## config.mk

```make
export PLATFORM = sky130hd
export DESIGN_NAME = timestamp_text_formatter
export DESIGN_NICKNAME = d
export VERILOG_FILES = /design/src/hdl/tsf_pkg.sv /design/src/hdl/tsf_divide.sv /design/src/hdl/tsf_digits.sv /design/src/hdl/tsf_serializer.sv /design/src/hdl/timestamp_text_formatter.sv
export SDC_FILE = /design/constraint.sdc
export NUM_CORES = 2
export LEC_CHECK = 0
export BUFFER_PORTS_ARGS = -buffer_cell sky130_fd_sc_hd__buf_2
export CORE_ASPECT_RATIO = 0.8
export CORE_UTILIZATION = 60
export DETAILED_ROUTE_END_ITERATION = 10
export GPL_TIMING_DRIVEN = 0
export HOLD_SLACK_MARGIN = 0.03
export PLACE_DENSITY = 0.75
export SYNTH_ARGS = -nofsm -noshare
export SYNTH_HDL_FRONTEND = slang
export SYNTH_SLANG_ARGS = --single-unit
```

## constraint.sdc

```tcl
create_clock -name clk_i -period 12.7 [get_ports clk_i]
set_clock_uncertainty 0.1 [all_clocks]
set_input_delay 0.635 -clock clk_i [delete_from_list [all_inputs] [get_ports clk_i]]
set_output_delay 0.635 -clock clk_i [all_outputs]
set_load 0.01 [all_outputs]
```

## src/hdl/tsf_pkg.sv

```systemverilog
// Shared types, constants and helper functions of the timestamp text formatter.
`default_nettype none
package tsf_pkg;

  localparam int unsigned TimeW    = 32;
  localparam int unsigned CharW    = 8;
  localparam int unsigned NumSlots = 14;

  // Reciprocals for the constant divisions, each with its post-shift.
  // secs = (t >> 3) * MulSec >> 36, mins = (secs >> 2) * MulMin >> 25,
  // hours = (mins >> 2) * MulHour >> 19.
  localparam logic [29:0] MulSec  = 30'd549755814;
  localparam logic [21:0] MulMin  = 22'd2236963;
  localparam logic [15:0] MulHour = 16'd34953;

  localparam logic [CharW-1:0] CharZero  = 8'h30;
  localparam logic [CharW-1:0] CharNine  = 8'h39;
  localparam logic [CharW-1:0] CharColon = 8'h3A;
  localparam logic [CharW-1:0] CharDot   = 8'h2E;

  typedef enum logic [1:0] {
    REG_PAD_LEVEL  = 2'd0,
    REG_CENTI_MODE = 2'd1,
    REG_DOT_SEP    = 2'd2
  } reg_idx_e;

  typedef struct packed {
    logic [1:0] pad_level;
    logic       centi_mode;
    logic       dot_separator;
  } cfg_t;

  typedef struct packed {
    logic [10:0] hours;
    logic [5:0]  min60;
    logic [5:0]  sec60;
    logic [9:0]  frac;
    logic        sec_ge60;
    logic        min_ge60;
  } split_t;

  typedef struct packed {
    logic [NumSlots-1:0][CharW-1:0] chars;
    logic [NumSlots-1:0]            show;
  } slots_t;

  // Split a value below 100 into tens and units digits.
  function automatic logic [7:0] bcd99(input logic [6:0] v);
    logic [3:0] tens;
    logic [6:0] units;
    tens = 4'd0;
    for (int i = 1; i < 10; i++) begin
      if (v >= 7'(10 * i)) begin
        tens = 4'(i);
      end
    end
    units = v - ({3'b000, tens} * 7'd10);
    return {tens, units[3:0]};
  endfunction

  function automatic logic [CharW-1:0] digit_char(input logic [3:0] d);
    return CharZero + {4'b0000, d};
  endfunction

endpackage
`default_nettype wire

```

## src/hdl/tsf_divide.sv

```systemverilog
// Pipelined constant divisions: milliseconds into hours, minutes, seconds and fraction.
`default_nettype none
module tsf_divide (
  input  logic               clk_i,
  input  logic               rst_ni,
  input  logic               in_valid_i,
  output logic               in_ready_o,
  input  logic [31:0]        time_i,
  output logic               out_valid_o,
  input  logic               out_ready_i,
  output tsf_pkg::split_t    out_o
);
  import tsf_pkg::*;

  logic v0_q, v1_q, v2_q, v3_q;
  logic en0, en1, en2, en3;

  logic [31:0] t0_q;
  logic [58:0] p1_d, p1_q;

  logic [22:0] secs;
  logic [31:0] frac_w;
  logic [42:0] p2_d, p2_q;
  logic [22:0] secs1_q;
  logic [9:0]  frac1_q;

  logic [16:0] mins;
  logic [22:0] sec_w;
  logic [30:0] p3_d, p3_q;
  logic [16:0] mins2_q;
  logic [5:0]  sec2_q;
  logic [9:0]  frac2_q;
  logic        sge2_q;

  logic [10:0] hours;
  logic [16:0] min_w;
  split_t      out_d, out_q;

  assign en3 = !v3_q || out_ready_i;
  assign en2 = !v2_q || en3;
  assign en1 = !v1_q || en2;
  assign en0 = !v0_q || en1;
  assign in_ready_o  = en0;
  assign out_valid_o = v3_q;
  assign out_o       = out_q;

  // stage 0: seconds reciprocal product
  assign p1_d = 59'(time_i[31:3]) * 59'(MulSec);

  // stage 1: seconds, fraction, minutes product
  assign secs   = p1_q[58:36];
  assign frac_w = t0_q - ({9'd0, secs} * 32'd1000);
  assign p2_d   = 43'(secs[22:2]) * 43'(MulMin);

  // stage 2: minutes, seconds of minute, hours product
  assign mins  = p2_q[41:25];
  assign sec_w = secs1_q - ({6'd0, mins} * 23'd60);
  assign p3_d  = 31'(mins[16:2]) * 31'(MulHour);

  // stage 3: hours, minutes of hour
  assign hours = p3_q[29:19];
  assign min_w = mins2_q - ({6'd0, hours} * 17'd60);

  always_comb begin
    out_d.hours    = hours;
    out_d.min60    = min_w[5:0];
    out_d.sec60    = sec2_q;
    out_d.frac     = frac2_q;
    out_d.sec_ge60 = sge2_q;
    out_d.min_ge60 = hours != 11'd0;
  end

  always_ff @(posedge clk_i or negedge rst_ni) begin
    if (!rst_ni) begin
      v0_q <= 1'b0;
      v1_q <= 1'b0;
      v2_q <= 1'b0;
      v3_q <= 1'b0;
    end else begin
      if (en0) v0_q <= in_valid_i;
      if (en1) v1_q <= v0_q;
      if (en2) v2_q <= v1_q;
      if (en3) v3_q <= v2_q;
    end
  end

  always_ff @(posedge clk_i) begin
    if (en0) begin
      t0_q <= time_i;
      p1_q <= p1_d;
    end
    if (en1) begin
      secs1_q <= secs;
      frac1_q <= frac_w[9:0];
      p2_q    <= p2_d;
    end
    if (en2) begin
      mins2_q <= mins;
      sec2_q  <= sec_w[5:0];
      frac2_q <= frac1_q;
      sge2_q  <= mins != 17'd0;
      p3_q    <= p3_d;
    end
    if (en3) begin
      out_q <= out_d;
    end
  end

endmodule
`default_nettype wire

```

## src/hdl/tsf_digits.sv

```systemverilog
// Decimal digit extraction and character slot layout for one timestamp.
`default_nettype none
module tsf_digits (
  input  logic               clk_i,
  input  logic               rst_ni,
  input  tsf_pkg::cfg_t      cfg_i,
  input  logic               in_valid_i,
  output logic               in_ready_o,
  input  tsf_pkg::split_t    in_i,
  output logic               out_valid_o,
  input  logic               out_ready_i,
  output tsf_pkg::slots_t    out_o
);
  import tsf_pkg::*;

  logic        v_q, en;
  logic        hth_d, hth_q;
  logic [10:0] hsub;
  logic [9:0]  hr_d, hr_q;
  logic [15:0] hh_prod, fh_prod;
  logic [3:0]  hh_q, fh_q;
  logic [9:0]  frac_q;
  logic [5:0]  min60_q, sec60_q;
  logic        sge_q, mge_q;

  logic [9:0]  hrem, frem;
  logic [7:0]  hbcd, fbcd, mbcd, sbcd;
  logic        pad, show_h, show_m;

  assign en          = !v_q || out_ready_i;
  assign in_ready_o  = en;
  assign out_valid_o = v_q;

  assign hth_d   = in_i.hours >= 11'd1000;
  assign hsub    = in_i.hours - 11'd1000;
  assign hr_d    = hth_d ? hsub[9:0] : in_i.hours[9:0];
  assign hh_prod = {6'd0, hr_d} * 16'd41;
  assign fh_prod = {6'd0, in_i.frac} * 16'd41;

  always_ff @(posedge clk_i or negedge rst_ni) begin
    if (!rst_ni) begin
      v_q <= 1'b0;
    end else if (en) begin
      v_q <= in_valid_i;
    end
  end

  always_ff @(posedge clk_i) begin
    if (en) begin
      hth_q   <= hth_d;
      hr_q    <= hr_d;
      hh_q    <= hh_prod[15:12];
      fh_q    <= fh_prod[15:12];
      frac_q  <= in_i.frac;
      min60_q <= in_i.min60;
      sec60_q <= in_i.sec60;
      sge_q   <= in_i.sec_ge60;
      mge_q   <= in_i.min_ge60;
    end
  end

  assign hrem = hr_q - ({6'd0, hh_q} * 10'd100);
  assign frem = frac_q - ({6'd0, fh_q} * 10'd100);
  assign hbcd = bcd99(hrem[6:0]);
  assign fbcd = bcd99(frem[6:0]);
  assign mbcd = bcd99({1'b0, min60_q});
  assign sbcd = bcd99({1'b0, sec60_q});

  assign pad    = cfg_i.pad_level != 2'd0;
  assign show_m = sge_q || pad;
  assign show_h = mge_q || cfg_i.pad_level[1];

  always_comb begin
    out_o.chars[0]  = digit_char({3'b000, hth_q});
    out_o.chars[1]  = digit_char(hh_q);
    out_o.chars[2]  = digit_char(hbcd[7:4]);
    out_o.chars[3]  = digit_char(hbcd[3:0]);
    out_o.chars[4]  = CharColon;
    out_o.chars[5]  = digit_char(mbcd[7:4]);
    out_o.chars[6]  = digit_char(mbcd[3:0]);
    out_o.chars[7]  = CharColon;
    out_o.chars[8]  = digit_char(sbcd[7:4]);
    out_o.chars[9]  = digit_char(sbcd[3:0]);
    out_o.chars[10] = cfg_i.dot_separator ? CharDot : CharColon;
    out_o.chars[11] = digit_char(fh_q);
    out_o.chars[12] = digit_char(fbcd[7:4]);
    out_o.chars[13] = digit_char(fbcd[3:0]);

    out_o.show[0]  = show_h && hth_q;
    out_o.show[1]  = show_h && (hth_q || hh_q != 4'd0);
    out_o.show[2]  = show_h && (hth_q || hh_q != 4'd0 || hrem[6:0] >= 7'd10);
    out_o.show[3]  = show_h;
    out_o.show[4]  = show_h;
    out_o.show[5]  = show_m && (pad || mge_q || min60_q >= 6'd10);
    out_o.show[6]  = show_m;
    out_o.show[7]  = show_m;
    out_o.show[8]  = pad || sge_q || sec60_q >= 6'd10;
    out_o.show[9]  = 1'b1;
    out_o.show[10] = 1'b1;
    out_o.show[11] = 1'b1;
    out_o.show[12] = 1'b1;
    out_o.show[13] = !cfg_i.centi_mode;
  end

endmodule
`default_nettype wire

```

## src/hdl/tsf_serializer.sv

```systemverilog
// Character serializer: emits a timestamp's shown slots, one per cycle unless stalled.
`default_nettype none
module tsf_serializer (
  input  logic               clk_i,
  input  logic               rst_ni,
  input  logic               in_valid_i,
  output logic               in_ready_o,
  input  tsf_pkg::slots_t    in_i,
  output logic               out_valid_o,
  input  logic               out_ready_i,
  output logic [7:0]         char_o,
  output logic               last_o
);
  import tsf_pkg::*;

  logic [NumSlots-1:0][CharW-1:0] chars_q;
  logic [NumSlots-1:0]            mask_d, mask_q;
  logic [NumSlots-1:0]            lowest, rest;
  logic                           busy, load, take;

  assign busy   = mask_q != '0;
  assign lowest = mask_q & (~mask_q + NumSlots'(1));
  assign rest   = mask_q & ~lowest;
  assign last_o = busy && (rest == '0);
  assign take   = busy && out_ready_i;
  assign load   = !busy || (take && last_o);

  assign in_ready_o  = load;
  assign out_valid_o = busy;

  always_comb begin
    char_o = '0;
    for (int i = 0; i < NumSlots; i++) begin
      char_o = char_o | (chars_q[i] & {CharW{lowest[i]}});
    end
  end

  always_comb begin
    mask_d = mask_q;
    if (load) begin
      mask_d = in_valid_i ? in_i.show : '0;
    end else if (take) begin
      mask_d = rest;
    end
  end

  always_ff @(posedge clk_i or negedge rst_ni) begin
    if (!rst_ni) begin
      mask_q <= '0;
    end else begin
      mask_q <= mask_d;
    end
  end

  always_ff @(posedge clk_i) begin
    if (load) begin
      chars_q <= in_i.chars;
    end
  end

endmodule
`default_nettype wire

```

## src/hdl/timestamp_text_formatter.sv

```systemverilog
// Top level of the timestamp text formatter: config registers, pipeline and serializer.
//
//   channel   dir  handshake                 payload
//   s_axis    in   tvalid / tready           tdata[31:0] time_ms
//   m_axis    out  tvalid / tready           tdata[7:0] char_code, tlast last_char
//   cfg       in   cfg_we_i (no wait)        cfg_idx_i, cfg_wdata_i
//
// An item passes the divider and digit stages and leaves the serializer as 4 to 14
// characters, one per cycle unless stalled; the serializer sets the sustained rate.
// Five pipeline stages buffer items, so intake continues while characters wait.
// A stall on m_axis holds the current character; stages fill before s_axis stalls.
// Reset clears valids and sets pad_level 0, centi_mode 0, dot_separator 1.
`default_nettype none
module timestamp_text_formatter (
  input  logic        clk_i,
  input  logic        rst_ni,
  input  logic        s_axis_tvalid,
  output logic        s_axis_tready,
  input  logic [31:0] s_axis_tdata,   // [31:0] time_ms
  output logic        m_axis_tvalid,
  input  logic        m_axis_tready,
  output logic [7:0]  m_axis_tdata,   // [7:0] char_code
  output logic        m_axis_tlast,
  input  logic        cfg_we_i,
  input  logic [1:0]  cfg_idx_i,
  input  logic [1:0]  cfg_wdata_i
);
  import tsf_pkg::*;

  cfg_t   cfg_q;
  split_t split;
  slots_t slots;
  logic   split_valid, split_ready;
  logic   slots_valid, slots_ready;

  always_ff @(posedge clk_i or negedge rst_ni) begin
    if (!rst_ni) begin
      cfg_q.pad_level     <= 2'd0;
      cfg_q.centi_mode    <= 1'b0;
      cfg_q.dot_separator <= 1'b1;
    end else if (cfg_we_i) begin
      unique case (cfg_idx_i)
        REG_PAD_LEVEL:  cfg_q.pad_level     <= cfg_wdata_i;
        REG_CENTI_MODE: cfg_q.centi_mode    <= cfg_wdata_i[0];
        REG_DOT_SEP:    cfg_q.dot_separator <= cfg_wdata_i[0];
        default:        cfg_q               <= cfg_q;
      endcase
    end
  end

  tsf_divide u_divide (
    .clk_i       (clk_i),
    .rst_ni      (rst_ni),
    .in_valid_i  (s_axis_tvalid),
    .in_ready_o  (s_axis_tready),
    .time_i      (s_axis_tdata),
    .out_valid_o (split_valid),
    .out_ready_i (split_ready),
    .out_o       (split)
  );

  tsf_digits u_digits (
    .clk_i       (clk_i),
    .rst_ni      (rst_ni),
    .cfg_i       (cfg_q),
    .in_valid_i  (split_valid),
    .in_ready_o  (split_ready),
    .in_i        (split),
    .out_valid_o (slots_valid),
    .out_ready_i (slots_ready),
    .out_o       (slots)
  );

  tsf_serializer u_serializer (
    .clk_i       (clk_i),
    .rst_ni      (rst_ni),
    .in_valid_i  (slots_valid),
    .in_ready_o  (slots_ready),
    .in_i        (slots),
    .out_valid_o (m_axis_tvalid),
    .out_ready_i (m_axis_tready),
    .char_o      (m_axis_tdata),
    .last_o      (m_axis_tlast)
  );

  a_last_is_digit: assert property (@(posedge clk_i) disable iff (!rst_ni)
    m_axis_tvalid && m_axis_tlast |-> m_axis_tdata >= CharZero && m_axis_tdata <= CharNine)
    else $error("last character is not a digit");

  a_char_legal: assert property (@(posedge clk_i) disable iff (!rst_ni)
    m_axis_tvalid |-> (m_axis_tdata >= CharZero && m_axis_tdata <= CharNine) ||
                      m_axis_tdata == CharColon || m_axis_tdata == CharDot)
    else $error("illegal character code");

  a_stall_only_when_busy: assert property (@(posedge clk_i) disable iff (!rst_ni)
    !s_axis_tready |-> m_axis_tvalid)
    else $error("intake stalled with serializer idle");

  a_sep_not_first_after_last: assert property (@(posedge clk_i) disable iff (!rst_ni)
    m_axis_tvalid && m_axis_tready && m_axis_tlast ##1 m_axis_tvalid
      |-> m_axis_tdata >= CharZero && m_axis_tdata <= CharNine)
    else $error("timestamp starts with a separator");

endmodule
`default_nettype wire
```

# == Word level (Yosys, flattened, before mapping) ==
# Cells that the tools add are included.
# totals
regBits,370
word_cells,231
# op_classes
n_addsub,22
multipliers,14
order_cmp,39
n_eq_ne,2
n_mux,41
bitwise_logic,29
n_reduce_logical,38
# ops
operator,count
AND 8 bit,12
OR 8 bit,11
adder 6 x 4 -> 7 bit (first input constant),10
multiplier 29 x 29 -> 58 bit (second input constant),1
2-to-1 mux 3 bit,16
greater-or-equal comparator 6 x 7 -> 1 bit (second input constant),6
greater-or-equal comparator 7 x 6 -> 1 bit (second input constant),6
greater-or-equal comparator 7 bit (second input constant),6
multiplier 21 x 22 -> 42 bit (second input constant),1
2-to-1 mux 14 bit,3
greater-or-equal comparator 6 bit (second input constant),6
multiplier 10 x 6 -> 16 bit (second input constant),2
2-to-1 mux 4 bit,8
multiplier 15 x 16 -> 30 bit (second input constant),1
AND 14 bit,2
greater-or-equal comparator 7 x 5 -> 1 bit (second input constant),4
inverter 14 bit,2
greater-or-equal comparator 6 x 4 -> 1 bit (second input constant),4
greater-or-equal comparator 6 x 5 -> 1 bit (second input constant),4
multiplier 23 x 7 -> 7 bit (second input constant),1
multiplier 17 x 4 -> 4 bit (second input constant),1
nonzero test 17 bit,1
multiplier 4 x 3 -> 3 bit (second input constant),4
2-to-1 mux 2 bit,8
other kinds (27),65

# == Longest topological paths before layout ==
# depth
depth_word,17
mapped_depth,23
ltp_nobuf,23

# == Modules after synthesis ==
# Synthesis repeated with hierarchy kept, for this count alone.
# unflattened
cells_unflattened,3121
area_unflattened_um2,34673.3
# by_module_without_submodules
mod,n_inst,cells_per_inst,area_per_inst_um2,seq_area_each_um2
tsf_divide,1,2230,24558.6,4154.0
tsf_serializer,1,375,5201.2,3713.6
tsf_digits,1,505,4739.5,1136.1
timestamp_text_formatter,1,11,173.9,101.3

# == Least setup slack after synthesis ==
# Ideal clock, no wire load.
# synth_timing
path_type,input -> register
from,input s_axis_tdata[23]
to,register u_divide.p1_q[55] (data pin)
arrival_time_ps,6574
setup_slack_ps,5760
stages,23
path_buffers,0
path_cell_list,ha_1 fa_1 fa_1 inv_1 fa_1 inv_1 fa_1 inv_1 fa_1 inv_1 fa_1 inv_1 fa_1 inv_1 ha_1 a21oi_1 o21ai_0 a31oi_1 nor4_1 a211oi_1 o21ai_0 o41ai_1 xnor2_1
# synth_via
elab_chain_len,1
# synth_rtl
element,line_no,rtl
"start, declared",timestamp_text_formatter.sv:19,"input logic [31:0] s_axis_tdata,"
multiplier 29 x 29 -> 58 bit,tsf_divide.sv:48,assign p1_d = 59'(time_i[31:3]) * 59'(MulSec);
via u_divide.p1_d[55],tsf_divide.sv:19,"logic [58:0] p1_d, p1_q;"
"end signal, assigned",tsf_divide.sv:90,p1_q <= p1_d;
"end, declared",tsf_divide.sv:19,
# The timed path passes the listed nets, and every way through them passes these cells.
# A chain may end at the register's enable or synchronous reset.

# == Final worst setup path ==
# layout_timing
from,input s_axis_tdata[12]
to,register u_divide.p1_q[56] (data pin)
# The elaborated chain is that of the path after synthesis.

==> flow_summary.toml <==
[synth]
syn_inst = 2953
syn_avg_cell_area_sq_um = 10.7
synth_area_sq_mm = 0.0316
ys_seq_area_share_pct = 22.0
async_reset_ff_share_pct = 9.75
synth_cell_types = 78
synth_warnings = 0
ys.flop_type = "edfxtp_1"
ys_ff_latch = 236
synth_edf_count = 213

[worst_setup_path]
cpPeakStageDelay_ns = 0.98
crit_fanout = 11
cp.arrival_ns = 8.25
cp-start-kind = "input port"
critPathCaptureType = "register"
required_ns = 12.90
worstSetupPathType = "in2reg"
crit_path_top_delay_cell = "a211oi_1"
crit_chain = "buf_2, ha_1, fa_1, fa_1, inv_1, fa_1, inv_1, fa_1, fa_1, fa_1, inv_1, fa_1, inv_1, ha_1, a21oi_1, o211ai_1, a31oi_1, o21ai_0, a211oi_1, o211ai_1, and3_1, a41oi_1"
cpMostUsedCell = "fa_1"

[drt]
drc = 0
routed_wl_um = 67900
viasPerCell = 5.61
drt_iter0_markers = 1302
vias = 21000
drt_pass1_iterations = 7
wl_per_cell_um = 18.2
detail-route-antenna-nets = 0

[floorplan]
initial_core_util_pct = 61.3
die_x_um = 259
core_area_sq_mm = 0.0516
dieArea_sq_mm = 0.0537
die_h_um = 207
rows = 74
io_pins = 52

[sta]
max_freq_ghz = 0.124
finalCriticalPeriod_ns = 8.05
final_max_slew_viol_count = 0
period_share_pct = 63.3
tightest_slew_ns = 1.17
totalNegativeSetupSlack_ns = 0
rsz0062_at_grt = "no"
finalHoldViolations = 0
whs_ns = 0.189
timing.slew.headroom_pct = 21.2
fin_ws_ns = 4.65
finalSetupViolCount = 0

[clock_tree]
h-tree-depth = 1
cts.sinks = 236
cts_buffers = 25
cts_root_buf = "clkbuf_16"
clk_pin_slew_ns = 0.06
tritoncts = "done"
cts.path.max_buffers = 3
cts_resized = 0
insertion_delay_ns = 0.53

[global_routing]
first_global_vias = 22500
track_usage_pct = 26.3
grt_start_max_net_pins = 43
antenna_found_initial = 0
grt_pass1_wl_um = 113000
grt-ovfl-total = 0

[flow_run]
maxCapViolations = 0

[final_layout]
multiInputGateArea_sq_mm = 0.0217
nets = 4175
final_cell_mix = "inv_1 (773), ha_1 (734), fa_1 (366), edfxtp_1 (213), a21oi_1 (111)"
syn_to_final_growth_pct = 6.20
antenna_cells = 0
drive_above_1_share_pct = 3.70
final_common_cell = "inv_1"
stdcell_count = 3736
seqCellArea_sq_mm = 0.00697
nFillCells = 3908

[placed_design]
dp_hpwl_um = 57500
port_buffers = 49
gp_congestion = 0.931
dp_slack_ns = 4.14
place_inst = 3689

[worst_hold_path]
hp-class = "in2reg"

[status]
outcome = "completed"
## Yosys cell counts, types with 5 or more instances
cell | instances | share of area (%)
nor3b_1 | 8 | 0.19
a21oi_1 | 111 | 1.8
dfrtp_1 | 22 | 1.7
and2_1 | 6 | 0.12
xnor2_1 | 73 | 2.0
and3_1 | 13 | 0.26
nor2b_1 | 15 | 0.30
o21a_1 | 7 | 0.17
nand2_1 | 81 | 0.96
a21boi_0 | 7 | 0.17
nand4_1 | 18 | 0.36
mux2_2 | 5 | 0.18
o41ai_1 | 5 | 0.14
edfxtp_1 | 213 | 20
a211oi_1 | 12 | 0.28
o21ai_1 | 9 | 0.14
or3_1 | 5 | 0.099
a2111oi_0 | 6 | 0.17
inv_1 | 774 | 9.2
o21ai_0 | 65 | 1.0
a21o_1 | 40 | 0.95
a31oi_1 | 15 | 0.30
and4_1 | 8 | 0.22
clkbuf_1 | 16 | 0.19
a311oi_1 | 5 | 0.14
o21bai_1 | 12 | 0.28
fa_1 | 366 | 23
a22oi_1 | 10 | 0.24
o211ai_1 | 12 | 0.28
xor2_1 | 35 | 0.97
nor4b_1 | 5 | 0.14
nor4_1 | 9 | 0.18
o31ai_1 | 13 | 0.31
nand2b_1 | 13 | 0.26
a221oi_1 | 7 | 0.19
o22ai_1 | 6 | 0.12
nor3_1 | 28 | 0.44
nand3_1 | 22 | 0.35
ha_1 | 734 | 29
nor2_1 | 80 | 0.95
## state kept, by name, summed over array words and instances, names as in the netlist, 6 cells and up
register / count
u_digits.sec60_q: 6
u_serializer.mask_q: 14
u_divide.out_o: 35
u_divide.mins2_q: 6
u_divide.p1_q: 23
u_digits.frac_q: 7
u_divide.sec2_q: 6
u_digits.hr_q: 7
u_divide.frac2_q: 10
u_serializer.chars_q: 41
u_digits.min60_q: 6
u_divide.frac1_q: 10
u_divide.t0_q: 10
u_divide.p2_q: 17
u_divide.secs1_q: 6
u_divide.p3_q: 11
## cell type report
class	count	share of cell area [%]
clock buffer	33	2.07
inverter	775	8.66
timing repair buffer	53	0.920
sequential	236	20.8
clock inverter	12	0.257
multi-input combinational	1923	64.5
buffer	20	0.250
tap	684	2.55
## per-layer routing
metal | up-vias | global-route usage, % | routed length, um
met4 | 0 | 6.67 | 1720
li1 | 9994 | - | -
met1 | 10400 | 35.2 | 29900
met2 | 503 | 45.1 | 32700
met3 | 100 | 3.37 | 3560
met5 | - | 0 | 0
## cell families (layout without fill, tap and decap cells)
logic type / after synthesis / after routing / share of synthesized area [%]
adder cells (fa/ha/maj): 1105 / 1105 / 52.4
XOR/XNOR: 108 / 108 / 2.99
flip-flops: 236 / 236 / 22.0
AO/OA/AOI/OAI: 375 / 375 / 7.67
buffers and inverters: 795 / 893 / 9.46
multiplexers: 6 / 6 / 0.210
other: 1 / 2 / 0.0119
AND/OR/NAND/NOR: 327 / 327 / 5.26
## path summary, 6_finish.rpt
kind / start / endpoint / slack (ns) / cells after the start
worst min register to register: u_divide.t0_q[1] / u_divide.frac1_q[1] / 0.32 / 0
worst max-delay path: s_axis_tdata[12] / u_divide.p1_q[56] / 4.65 / 22
min in group asynchronous: rst_ni / u_serializer.mask_q[4] / 0.51 / 2
worst max register to register: u_divide.p1_q[48] / u_divide.p2_q[41] / 5.98 / 20
worst min-delay path: s_axis_tdata[2] / u_divide.t0_q[2] / 0.19 / 1
max in group asynchronous: rst_ni / cfg_q[0] / 11.62 / 2
## per-stage QoR
step / utilization, % / instance area [sq um]
final: 65.1 / 33600
after CTS: 65.1 / 33600
after global routing: 65.1 / 33600
after floorplan: - / 31600
after global placement: 63.5 / 32700
after detailed placement: 63.6 / 32800
## critical path, delay by kind of cell
kind	cells	cell delay, ns
compound gates	7	2.40
fa+ha+maj	9	4.34
buf+inv	5	0.60
simple gates	1	0.27
## repair_timing
item	CTS	global route
hold buffers	1	0
hold endpoints to repair	22	0
setup buffers	0	0
Power is left out: the tool's default activity adds up to more than one toggle a clock period on the data nets, which glitch-free logic cannot reach.
